$ cat src/rtl/mfmd_pkg.sv
// Shared types and constants for the multi-turn feedback decoder.
// Used by the controller, the datapath and the top level; no dependencies.

package mfmd_pkg;

   // Single-turn angle encoding
   localparam int unsigned ANGLE_BITS   = 13;
   localparam int unsigned ANGLE_CODES  = 1 << ANGLE_BITS;
   localparam int unsigned DEG_PER_TURN = 23592960;  // 360 deg in Q.16
   localparam int unsigned DEG_PER_CODE = DEG_PER_TURN / ANGLE_CODES;

   // Configuration register map
   localparam int unsigned CSR_INDEX_BITS = 1;
   localparam int unsigned CSR_DATA_BITS  = 25;

   typedef enum logic [CSR_INDEX_BITS-1:0] {
      REG_MOTOR_KIND         = 1'b0,
      REG_INVERSE_GEAR_RATIO = 1'b1
   } csr_index_type;

   // Datapath step issued by the controller each cycle
   typedef enum logic [2:0] {
      STEP_IDLE,
      STEP_ROT,
      STEP_SPD,
      STEP_CUR,
      STEP_LO,
      STEP_HI,
      STEP_SUM,
      STEP_SAT
   } step_type;

   typedef struct packed {
      logic     accept;    // capture the input beat, update the turn count
      step_type step;      // operand select and result update
      logic     load_out;  // move finished results to the output register
   } cmd_type;

endpackage

$ cat src/rtl/motor_feedback_multiturn_decoder_unit.sv
// Top level of the multi-turn feedback decoder.
// Depends on mfmd_pkg, mfmd_ctrl and mfmd_datapath.
//
//   channel | handshake                  | beat
//   req     | req_valid / req_ready      | angle, speed, current, temperature codes
//   rsp     | rsp_valid / rsp_ready      | angles, turn count, speed, current, temp
//   csr     | csr_write_enable           | csr_index, csr_write_data (no read-back)
//
// Between acceptance and rsp_valid a beat makes five passes through the single
// shared 34x31 multiplier plus the rounding and saturation steps.
// req_ready is high only while no beat is in work; a result waiting in the
// output register does not block the next request, but a new result holds
// in its last step until that register frees up. Synchronous reset clears
// the turn count, the last angle and the configuration (raw current, ratio 1).

module motor_feedback_multiturn_decoder_unit (
   input  logic                                clock,
   input  logic                                reset,
   input  logic                                req_valid,
   output logic                                req_ready,
   input  logic [mfmd_pkg::ANGLE_BITS-1:0]     req_angle_code,
   input  logic signed [15:0]                  req_speed_code,
   input  logic signed [15:0]                  req_current_code,
   input  logic [7:0]                          req_temperature_code,
   output logic                                rsp_valid,
   input  logic                                rsp_ready,
   output logic [24:0]                         rsp_rotor_angle_deg,
   output logic signed [31:0]                  rsp_turn_count,
   output logic signed [56:0]                  rsp_rotor_total_deg,
   output logic signed [56:0]                  rsp_shaft_total_deg,
   output logic signed [31:0]                  rsp_shaft_speed,
   output logic signed [31:0]                  rsp_current_amps,
   output logic [7:0]                          rsp_temperature,
   input  logic                                csr_write_enable,
   input  logic [mfmd_pkg::CSR_INDEX_BITS-1:0] csr_index,
   input  logic [mfmd_pkg::CSR_DATA_BITS-1:0]  csr_write_data
);

   mfmd_pkg::cmd_type cmd;

   mfmd_ctrl u_ctrl (
      .clock     (clock),
      .reset     (reset),
      .req_valid (req_valid),
      .req_ready (req_ready),
      .rsp_valid (rsp_valid),
      .rsp_ready (rsp_ready),
      .cmd       (cmd)
   );

   mfmd_datapath u_datapath (
      .clock                (clock),
      .reset                (reset),
      .cmd                  (cmd),
      .csr_write_enable     (csr_write_enable),
      .csr_index            (csr_index),
      .csr_write_data       (csr_write_data),
      .req_angle_code       (req_angle_code),
      .req_speed_code       (req_speed_code),
      .req_current_code     (req_current_code),
      .req_temperature_code (req_temperature_code),
      .rsp_rotor_angle_deg  (rsp_rotor_angle_deg),
      .rsp_turn_count       (rsp_turn_count),
      .rsp_rotor_total_deg  (rsp_rotor_total_deg),
      .rsp_shaft_total_deg  (rsp_shaft_total_deg),
      .rsp_shaft_speed      (rsp_shaft_speed),
      .rsp_current_amps     (rsp_current_amps),
      .rsp_temperature      (rsp_temperature)
   );

endmodule

$ cat src/rtl/mfmd_ctrl.sv
// Sequencer for the multi-turn feedback decoder.
// Depends on mfmd_pkg for the command struct and the step codes.

module mfmd_ctrl (
   input  logic              clock,
   input  logic              reset,
   input  logic              req_valid,
   output logic              req_ready,
   output logic              rsp_valid,
   input  logic              rsp_ready,
   output mfmd_pkg::cmd_type cmd
);

   typedef enum logic [2:0] {
      ST_IDLE,
      ST_ROT,
      ST_SPD,
      ST_CUR,
      ST_LO,
      ST_HI,
      ST_SUM,
      ST_SAT
   } state_type;

   state_type state_ff, state_in;
   logic      rsp_valid_ff, rsp_valid_in;
   logic      accept;
   logic      load_out;

   assign req_ready = (state_ff == ST_IDLE);
   assign accept    = req_ready & req_valid;
   // Hold in the last step until the output register is free
   assign load_out  = (state_ff == ST_SAT) & (~rsp_valid_ff | rsp_ready);

   always_comb begin
      state_in     = state_ff;
      rsp_valid_in = rsp_valid_ff;
      if (load_out) begin
         rsp_valid_in = 1'b1;
      end else if (rsp_ready) begin
         rsp_valid_in = 1'b0;
      end
      unique case (state_ff)
         ST_IDLE: if (accept) state_in = ST_ROT;
         ST_ROT:  state_in = ST_SPD;
         ST_SPD:  state_in = ST_CUR;
         ST_CUR:  state_in = ST_LO;
         ST_LO:   state_in = ST_HI;
         ST_HI:   state_in = ST_SUM;
         ST_SUM:  state_in = ST_SAT;
         ST_SAT:  if (load_out) state_in = ST_IDLE;
         default: state_in = ST_IDLE;
      endcase
   end

   always_ff @(posedge clock) begin
      if (reset) begin
         state_ff     <= ST_IDLE;
         rsp_valid_ff <= 1'b0;
      end else begin
         state_ff     <= state_in;
         rsp_valid_ff <= rsp_valid_in;
      end
   end

   assign rsp_valid = rsp_valid_ff;

   always_comb begin
      cmd.accept   = accept;
      cmd.load_out = load_out;
      unique case (state_ff)
         ST_IDLE: cmd.step = mfmd_pkg::STEP_IDLE;
         ST_ROT:  cmd.step = mfmd_pkg::STEP_ROT;
         ST_SPD:  cmd.step = mfmd_pkg::STEP_SPD;
         ST_CUR:  cmd.step = mfmd_pkg::STEP_CUR;
         ST_LO:   cmd.step = mfmd_pkg::STEP_LO;
         ST_HI:   cmd.step = mfmd_pkg::STEP_HI;
         ST_SUM:  cmd.step = mfmd_pkg::STEP_SUM;
         ST_SAT:  cmd.step = mfmd_pkg::STEP_SAT;
         default: cmd.step = mfmd_pkg::STEP_IDLE;
      endcase
   end

endmodule

$ cat src/rtl/mfmd_datapath.sv
// Datapath for the multi-turn feedback decoder: turn tracking, one shared
// signed multiplier, rounding, saturation and the output register.
// Depends on mfmd_pkg for constants and the command struct.

module mfmd_datapath (
   input  logic                                    clock,
   input  logic                                    reset,
   input  mfmd_pkg::cmd_type                       cmd,
   input  logic                                    csr_write_enable,
   input  logic [mfmd_pkg::CSR_INDEX_BITS-1:0]     csr_index,
   input  logic [mfmd_pkg::CSR_DATA_BITS-1:0]      csr_write_data,
   input  logic [mfmd_pkg::ANGLE_BITS-1:0]         req_angle_code,
   input  logic signed [15:0]                      req_speed_code,
   input  logic signed [15:0]                      req_current_code,
   input  logic [7:0]                              req_temperature_code,
   output logic [24:0]                             rsp_rotor_angle_deg,
   output logic signed [31:0]                      rsp_turn_count,
   output logic signed [56:0]                      rsp_rotor_total_deg,
   output logic signed [56:0]                      rsp_shaft_total_deg,
   output logic signed [31:0]                      rsp_shaft_speed,
   output logic signed [31:0]                      rsp_current_amps,
   output logic [7:0]                              rsp_temperature
);

   typedef enum logic [1:0] {
      KIND_20A = 2'd0,
      KIND_10A = 2'd1,
      KIND_3A  = 2'd2,
      KIND_RAW = 2'd3
   } motor_kind_type;

   localparam int unsigned AB = mfmd_pkg::ANGLE_BITS;
   localparam logic signed [AB:0] HALF_TURN = (AB+1)'(mfmd_pkg::ANGLE_CODES / 2);
   // ceil(2^36 / 125): exact floor division by 125 for dividends below 2^29
   localparam logic [29:0] RECIP_125 = 30'd549755814;
   localparam logic [57:0] SHAFT_LIM = 58'd1 << 56;
   localparam logic [33:0] SPEED_LIM = 34'd1 << 31;

   // Configuration
   motor_kind_type kind_ff;
   logic [24:0]    ratio_ff;

   // Turn tracking
   logic [AB-1:0]       prev_ff;
   logic signed [31:0]  revs_ff, revs_in;
   logic signed [AB:0]  angle_diff;

   // Captured beat
   logic [24:0] ang_ff;
   logic        spd_neg_ff, cur_neg_ff;
   logic [15:0] spd_mag_ff, cur_mag_ff;
   logic [7:0]  temp_ff;

   // Shared multiplier
   logic signed [33:0] mul_a;
   logic signed [30:0] mul_b;
   logic signed [64:0] prod_ff;
   logic [28:0]        cur_z;

   // Working registers
   logic [56:0] rtot_ff;
   logic [56:0] mag_ff;
   logic        neg_ff;
   logic [25:0] lor_ff;
   logic [57:0] q_ff;
   logic [31:0] spd_res_ff, cur_res_ff;

   // Step results
   logic [33:0] spd_round, spd_sat;
   logic [31:0] spd_res;
   logic [31:0] cur_q, cur_res;
   logic [25:0] lor;
   logic [57:0] shaft_lim, shaft_sat;
   logic [56:0] shaft_res;

   always_ff @(posedge clock) begin
      if (reset) begin
         kind_ff  <= KIND_RAW;
         ratio_ff <= 25'd16777216;
      end else if (csr_write_enable) begin
         unique case (mfmd_pkg::csr_index_type'(csr_index))
            mfmd_pkg::REG_MOTOR_KIND:
               kind_ff <= motor_kind_type'(csr_write_data[1:0]);
            mfmd_pkg::REG_INVERSE_GEAR_RATIO:
               ratio_ff <= csr_write_data;
            default: ;
         endcase
      end
   end

   // A drop of more than half a turn is a forward wrap, a rise a backward one
   assign angle_diff = $signed({1'b0, req_angle_code}) - $signed({1'b0, prev_ff});

   always_comb begin
      if (angle_diff < -HALF_TURN) begin
         revs_in = revs_ff + 32'sd1;
      end else if (angle_diff > HALF_TURN) begin
         revs_in = revs_ff - 32'sd1;
      end else begin
         revs_in = revs_ff;
      end
   end

   always_ff @(posedge clock) begin
      if (reset) begin
         prev_ff <= '0;
         revs_ff <= '0;
      end else if (cmd.accept) begin
         prev_ff <= req_angle_code;
         revs_ff <= revs_in;
      end
   end

   always_ff @(posedge clock) begin
      if (cmd.accept) begin
         ang_ff     <= 25'(req_angle_code) * 25'(mfmd_pkg::DEG_PER_CODE);
         spd_neg_ff <= req_speed_code[15];
         spd_mag_ff <= req_speed_code[15] ? 16'(17'sd0 - 17'(req_speed_code))
                                          : 16'(req_speed_code);
         cur_neg_ff <= req_current_code[15];
         cur_mag_ff <= req_current_code[15] ? 16'(17'sd0 - 17'(req_current_code))
                                            : 16'(req_current_code);
         temp_ff    <= req_temperature_code;
      end
   end

   // code*10/10000 in Q.16 rounds as floor((code*8192 + 62) / 125)
   assign cur_z = {cur_mag_ff, 13'd0} + 29'd62;

   always_comb begin
      mul_a = '0;
      mul_b = '0;
      unique case (cmd.step)
         mfmd_pkg::STEP_ROT: begin
            mul_a = 34'(revs_ff);
            mul_b = 31'(mfmd_pkg::DEG_PER_TURN);
         end
         mfmd_pkg::STEP_SPD: begin
            mul_a = 34'(spd_mag_ff);
            mul_b = 31'(ratio_ff);
         end
         mfmd_pkg::STEP_CUR: begin
            mul_a = 34'(cur_z);
            mul_b = 31'(RECIP_125);
         end
         mfmd_pkg::STEP_LO: begin
            mul_a = 34'(mag_ff[23:0]);
            mul_b = 31'(ratio_ff);
         end
         mfmd_pkg::STEP_HI: begin
            mul_a = 34'(mag_ff[56:24]);
            mul_b = 31'(ratio_ff);
         end
         default: ;
      endcase
   end

   always_ff @(posedge clock) begin
      prod_ff <= 65'(mul_a) * 65'(mul_b);
   end

   // Speed: round off 8 bits, saturate, apply sign
   always_comb begin
      spd_round = 34'((42'(prod_ff[40:0]) + 42'd128) >> 8);
      spd_sat   = spd_neg_ff ? SPEED_LIM : SPEED_LIM - 34'd1;
      if (spd_round < spd_sat) spd_sat = spd_round;
      spd_res   = spd_neg_ff ? 32'(34'd0 - spd_sat) : 32'(spd_sat);
   end

   always_comb begin
      unique case (kind_ff)
         KIND_20A: cur_q = 32'({cur_mag_ff, 6'd0}) + 32'({cur_mag_ff, 4'd0});
         KIND_10A: cur_q = 32'(prod_ff[58:36]);
         KIND_3A:  cur_q = 32'({cur_mag_ff, 3'd0}) + 32'({cur_mag_ff, 2'd0});
         KIND_RAW: cur_q = {cur_mag_ff, 16'd0};
         default:  cur_q = '0;
      endcase
      cur_res = cur_neg_ff ? 32'd0 - cur_q : cur_q;
   end

   assign lor = 26'((50'(prod_ff[48:0]) + 50'(24'h800000)) >> 24);

   // Shaft angle: clamp the magnitude to the 57-bit signed range, apply sign
   always_comb begin
      shaft_lim = neg_ff ? SHAFT_LIM : SHAFT_LIM - 58'd1;
      shaft_sat = (q_ff > shaft_lim) ? shaft_lim : q_ff;
      shaft_res = neg_ff ? 57'(58'd0 - shaft_sat) : 57'(shaft_sat);
   end

   always_ff @(posedge clock) begin
      unique case (cmd.step)
         mfmd_pkg::STEP_SPD: begin
            rtot_ff <= prod_ff[56:0] + 57'(ang_ff);
         end
         mfmd_pkg::STEP_CUR: begin
            neg_ff     <= rtot_ff[56];
            mag_ff     <= rtot_ff[56] ? 57'd0 - rtot_ff : rtot_ff;
            spd_res_ff <= spd_res;
         end
         mfmd_pkg::STEP_LO: begin
            cur_res_ff <= cur_res;
         end
         mfmd_pkg::STEP_HI: begin
            lor_ff <= lor;
         end
         mfmd_pkg::STEP_SUM: begin
            q_ff <= prod_ff[57:0] + 58'(lor_ff);
         end
         default: ;
      endcase
   end

   always_ff @(posedge clock) begin
      if (cmd.load_out) begin
         rsp_rotor_angle_deg <= ang_ff;
         rsp_turn_count      <= revs_ff;
         rsp_rotor_total_deg <= rtot_ff;
         rsp_shaft_total_deg <= shaft_res;
         rsp_shaft_speed     <= spd_res_ff;
         rsp_current_amps    <= cur_res_ff;
         rsp_temperature     <= temp_ff;
      end
   end

endmodule

$ cat config.mk
export PLATFORM = sky130hd
export DESIGN_NAME = motor_feedback_multiturn_decoder_unit
export DESIGN_NICKNAME = d
export VERILOG_FILES = /design/src/rtl/mfmd_pkg.sv /design/src/rtl/motor_feedback_multiturn_decoder_unit.sv /design/src/rtl/mfmd_ctrl.sv /design/src/rtl/mfmd_datapath.sv
export SDC_FILE = /design/constraint.sdc
export NUM_CORES = 2
export LEC_CHECK = 0
export ABC_AREA = 1
export BUFFER_PORTS_ARGS = -buffer_cell sky130_fd_sc_hd__buf_2
export CAP_MARGIN = 20
export CORE_MARGIN = 4
export CORE_UTILIZATION = 43
export CTS_BUF_LIST = sky130_fd_sc_hd__clkbuf_4 sky130_fd_sc_hd__clkbuf_8
export DETAILED_ROUTE_END_ITERATION = 7
export GPL_ROUTABILITY_DRIVEN = 0
export GPL_TIMING_DRIVEN = 0
export SLEW_MARGIN = 5
export SYNTH_ARGS = -nofsm -noshare
export SYNTH_HDL_FRONTEND = slang
export SYNTH_SLANG_ARGS = --single-unit
$ cat constraint.sdc
create_clock -name clock -period 13.1 [get_ports clock]
set_input_delay 2.62 -clock clock [delete_from_list [all_inputs] [get_ports clock]]
set_output_delay 2.62 -clock clock [all_outputs]
set_load 0.01 [all_outputs]
### Word level (Yosys, flattened, before mapping)

Memories as Yosys holds them, arrays and structs flattened. A register that Yosys moved wholly into a read port is not among the register bits.
Cells that the tools add are included.

* $mul: 2
* bitwise gates (word level): 5
* equal/unequal tests: 18
* magnitude comparators: 4
* add/sub/neg operators: 16
* reductions and logical operators: 9
* muxes and demuxes: 22

Operator list (count)
* two-way mux 32 bit: 6
* two-way mux 57 bit: 3
* case mux 34 bit (5 select lines): 1
* case mux 32 bit (4 select lines): 1
* subtractor 1 x 57 -> 57 bit, first input constant: 2
* case mux 30 bit (3 select lines): 1
* subtractor 1 x 32 -> 32 bit, first input constant: 2
* multiplier 34 x 31 -> 59 bit: 1
* adder 58 x 26 -> 58 bit: 1
* > comparator 58 x 57 -> 1 bit: 1
* adder 57 x 25 -> 57 bit: 1
* two-way mux 56 bit: 1
* adder 49 x 24 -> 50 bit, second input constant: 1
* adder 41 x 8 -> 42 bit, second input constant: 1
* less-than comparator 34 x 32 -> 1 bit: 1
* adder 32 x 2 -> 32 bit, second input constant: 1
* subtractor 1 x 16 -> 16 bit, first input constant: 2
* subtractor 32 x 2 -> 32 bit, second input constant: 1
* two-way mux 15 bit: 2
* adder 29 x 6 -> 29 bit, second input constant: 1
* case mux 3 bit (8 select lines): 1
* adder 22 x 20 -> 23 bit: 1
* equality test 3 bit, second input constant: 7
* adder 19 x 18 -> 20 bit: 1
* other kinds (20): 35

* bits of input ports: 84
* bits in read-only memories: 24
* output and inout bits: 245
* bits in registers: 696
* memories: 1

Memories
* (name not given): depth 8, width 3, read ports 1, clocked after Yosys merged registers in 1, write ports 0, RTL line mfmd_ctrl.sv:71 `unique case (state_ff)`

### Depth between registers and ports, before layout

* depth after elaboration: 7
* gate-level depth with buffers: 43
* mapped depth without buffers: 42

### Cells and area by module

Synthesis repeated with hierarchy kept, for this count alone.

* cells, all modules: 8276
* area total of the unflattened synthesis: 71343.4 sq um

By module, submodules not included
* mfmd_datapath: seq. area each 19468.7 sq um, times used 1, area an instance 70974.3 sq um, cells an instance 8228
* mfmd_ctrl: seq. area each 140.1 sq um, times used 1, area an instance 369.1 sq um, cells an instance 48

### Worst setup path after synthesis

OpenSTA, ideal clock, no wires.

* path kind: input -> register
* start: input rsp_ready
* end: register u_datapath.rsp_current_amps[0] (enable)
* setup slack: -337 ps
* stages: 2
* path buffers: 0
* arrival time: 12592 ps
* data required time: 12255 ps
* library setup time: 845 ps
* cells stage by stage: nor2_1 > nor2_1

RTL lines
* start, declared: RTL line motor_feedback_multiturn_decoder_unit.sv:26 `input logic rsp_ready,`
* end signal, assigned: RTL line mfmd_datapath.sv:220 `rsp_current_amps <= cur_res_ff;`
* end, declared: RTL line mfmd_datapath.sv:21 `output logic signed [31:0] rsp_current_amps,`

### Worst setup path in the final report

* start: register u_ctrl.cmd[1] (netlist name)
* end: register u_datapath.prod_ff[43]

* cells in the longest elaborated chain, start to end: 4

RTL lines
* equality test 3 x 2 -> 1 bit or equality test 3 bit (tied branches): RTL line mfmd_datapath.sv:133 `unique case (cmd.step)`
* OR reduction 3 bit (no line)
* case mux 30 bit (3 select lines): RTL line mfmd_datapath.sv:133
* multiplier 34 x 31 -> 59 bit (*): RTL line mfmd_datapath.sv:159 `prod_ff <= 65'(mul_a) * 65'(mul_b);`
* end signal, assigned: RTL line mfmd_datapath.sv:159
* end, declared: RTL line mfmd_datapath.sv:57 `logic signed [64:0] prod_ff;`

Every way passes the cells marked *; elsewhere a longest branch is shown, timed or not.
A chain may end at the register's enable or synchronous reset.

==> reports/metrics.yaml <==
outcome: "finished clean"
holdPathStages: 0
drc: 0
synth_top_area_share_pct: 25.5
core_area_um2: 165000
timing.fmax_mhz: 88.3
timing.max_cap.violations: 0
cts_setup_buffers: 0
r2r-end: "u_datapath.prod_ff[43]$_DFF_P_"
synth_ff_type: "edfxtp_1"
antenna_left: 0
dp_slack_ps: 2120
reg2reg_slack_ps: 1780
crit_buf_inv: 12
syn_area_per_cell_um2: 8.63
holdCritPathClass: "reg2reg"
crit_path_max_incr_delay_ps: 720
grt_usage_pct: 28.2
grt_overflow: 0
syn_to_final_growth_pct: 11.1
die_h_um: 415
async_flop_share_pct: 0
hp-start: "u_datapath.spd_res_ff[26]$_DFFE_PN_"
dieArea_um2: 172000
crit_start: "u_ctrl.cmd[1]$_SDFF_PP0_"
synth_cells: 8241
critical_path_arrival_ps: 11970
synthTopCellsByArea: "fa_1 26%, edfxtp_1 24%, inv_1 8.7%, ha_1 8.0%, nand2_1 7.8%"
slew_viol_final: 0
die_x_um: 415
fin_skew_ps: 84.9
fin_tns_setup_ps: 0
start_util_pct: 43.2
drive_gt1_share_pct: 7.73
end_kind: "flip-flop"
antenna_found_initial: 11
ys_seq_area_share_pct: 27.6
post_cts_resized: 0
routedWlPerCell_um: 22.2
layout.nets: 10200
netlist_area_um2: 71200
busiest_layer: "met2"
grt_use_met2_pct: 43.6
dr.pass1.iters: 8
tritoncts: "yes"
dp_hpwl_mm: 203
cp_top_family: "adder cells"
vias: 59300
path_clk_slew_ps: 60
grt_pass1_vias: 59100
rows: 149
r2r-start: "u_ctrl.cmd[1]$_SDFF_PP0_"
grt_use_met3_pct: 5.70
cpMaxStageDelayCell: "clkbuf_1"
synth-edff-count: 561
ys_warn_count: 0
cts_root_buf: "clkbuf_8"
whs_endpoint: "u_datapath.rsp_shaft_speed[26]$_DFFE_PP_"
min_period_ps: 11320
reg2reg_depth: 36
cts_hold_buf: 0
worst_pin_slew_ps: 1220
path_max_fanout: 10
numCtsBuffers: 115
wirelength_mm: 245
path_class: "reg2reg"
startpoint_type: "flip-flop"
relSlewSlack_pct: 18.7
yosys.area.top_type: "fa_1"
cts_sinks: 699
via_per_inst: 5.35
cts_max_level: 3
finalHoldViolCount: 0
grt_max_degree: 48
drtIter0Drc: 5779
cts_max_path_buffers: 3
finalSetupViolCount: 0
ys_types: 63
clkLatencyLatePin_ps: 860
ys_seq_elements: 699
place.port_buffers: 322
grt_pass1_wl_mm: 367
rsz0062_at_grt: "false"
use_met1_pct: 36.4
setup_ws_ps: 1780
pin_count: 329
fin_crit_sh_pct: 86.4
cp.required_ps: 13750
[per-layer routing]
layer  up-vias  wire length (um)
met3       789             23800
li1      26600                 -
met5         -                60
met4        10             19400
met1     28700             95300
met2      3161            107000
[Yosys cell counts (all sizes together), types with 22 or more instances]
master / instances
inv: 1664
nand2: 1484
nor2: 1120
fa: 908
edfxtp: 561
ha: 457
a21oi: 338
nand3: 281
o21ai: 276
xor2: 270
clkbuf: 158
dfxtp: 138
xnor2: 112
nor3: 87
buf: 53
nand4: 53
clkinv: 27
nor4: 26
o21a: 25
a21o: 24
a31oi: 22
[registers in the layout, summed over array words and instances, names as in the netlist, 16 cells and up]
register	cells
u_datapath.mag_ff	57
u_datapath.revs_ff	32
u_datapath.ang_ff	19
u_datapath.rsp_shaft_speed	32
u_datapath.ratio_ff	25
u_datapath.cur_res_ff	32
u_datapath.rsp_turn_count	32
u_datapath.spd_mag_ff	16
u_datapath.lor_ff	26
u_datapath.rsp_rotor_total_deg	57
u_datapath.rtot_ff	57
u_datapath.cur_mag_ff	16
u_datapath.spd_res_ff	32
u_datapath.rsp_shaft_total_deg	57
u_datapath.rsp_rotor_angle_deg	19
u_datapath.prod_ff	59
u_datapath.rsp_current_amps	32
u_datapath.q_ff	58
[worst register-to-register path: cells and delay by family (launching register included)]
family / cells / cell delay (ps)
adders and majority gates: 9 / 4400
xor gates and xnor gates: 1 / 380
and+or+nand+nor: 11 / 1850
DFF: 1 / 330
buffers and inverters: 12 / 2920
AOI/OAI and AO/OA: 3 / 1240
[cells by family (layout without fill, tap and decap cells)]
kind of cell | count (synthesis) | count (layout) | share of synthesized area (%)
xor gates and xnor gates | 382 | 382 | 4.70
and+or+nand+nor | 3090 | 3090 | 17.6
AOI/OAI and AO/OA | 796 | 796 | 6.29
buffers and inverters | 1902 | 2477 | 10.2
muxes | 5 | 5 | 0.0774
other | 2 | 69 | 0.0106
DFF | 699 | 699 | 27.6
adders and majority gates | 1365 | 1365 | 33.6
[placed cells by master (no fill, tap or decap), types with 22 or more instances in the layout]
cell / count
inv_1: 1656
nand2_1: 1475
nor2_1: 1090
fa_1: 908
edfxtp_1: 561
ha_1: 457
buf_2: 347
a21oi_1: 336
nand3_1: 277
xor2_1: 270
o21ai_0: 248
clkbuf_1: 155
dfxtp_1: 138
clkbuf_8: 123
xnor2_1: 112
nor3_1: 79
conb_1: 59
nand4_1: 52
clkinv_1: 44
clkbuf_4: 35
nor2_2: 25
o21a_1: 25
a21o_1: 24
nor4_1: 23
o21ai_1: 23
a31oi_1: 22
[worst max-delay path by stage]
stage | to | slack, ps | depth (start not counted)
global route | u_datapath.prod_ff[51]$_DFF_P_ | 1390 | 36
finish | u_datapath.prod_ff[43]$_DFF_P_ | 1780 | 36
CTS | u_datapath.prod_ff[43]$_DFF_P_ | 2080 | 36
global placement | u_datapath.prod_ff[51]$_DFF_P_ | 170 | 36
floorplan | u_datapath.prod_ff[48]$_DFF_P_ | 3700 | 35
detailed placement | u_datapath.prod_ff[51]$_DFF_P_ | 2120 | 37
[layout make-up]
cell class                      instances  area [um^2]
Multi-Input combinational cell       5697        44600
Antenna cell                           10         25.0
Tap cell                             2189         2740
Buffer                                211          890
Fill cell                           16000        85700
Sequential cell                       699        19600
Clock inverter                         55          637
Timing Repair Buffer                  363         2300
Clock buffer                          157         1950
Inverter                             1691         6350
[metrics by stage]
stage	utilization, %	hold slack [ps]	cell area [um^2]	cells
after global placement	46.0	401	75700	10800
after detailed placement	46.4	405	76400	10800
after CTS	47.9	367	79000	11100
after floorplan	-	400	71400	8298
final	48.0	382	79100	11100
after global routing	48.0	382	79100	11100
Power is not shown: default switching activity piles up to over one toggle a cycle in this logic, so the estimate is an artifact.
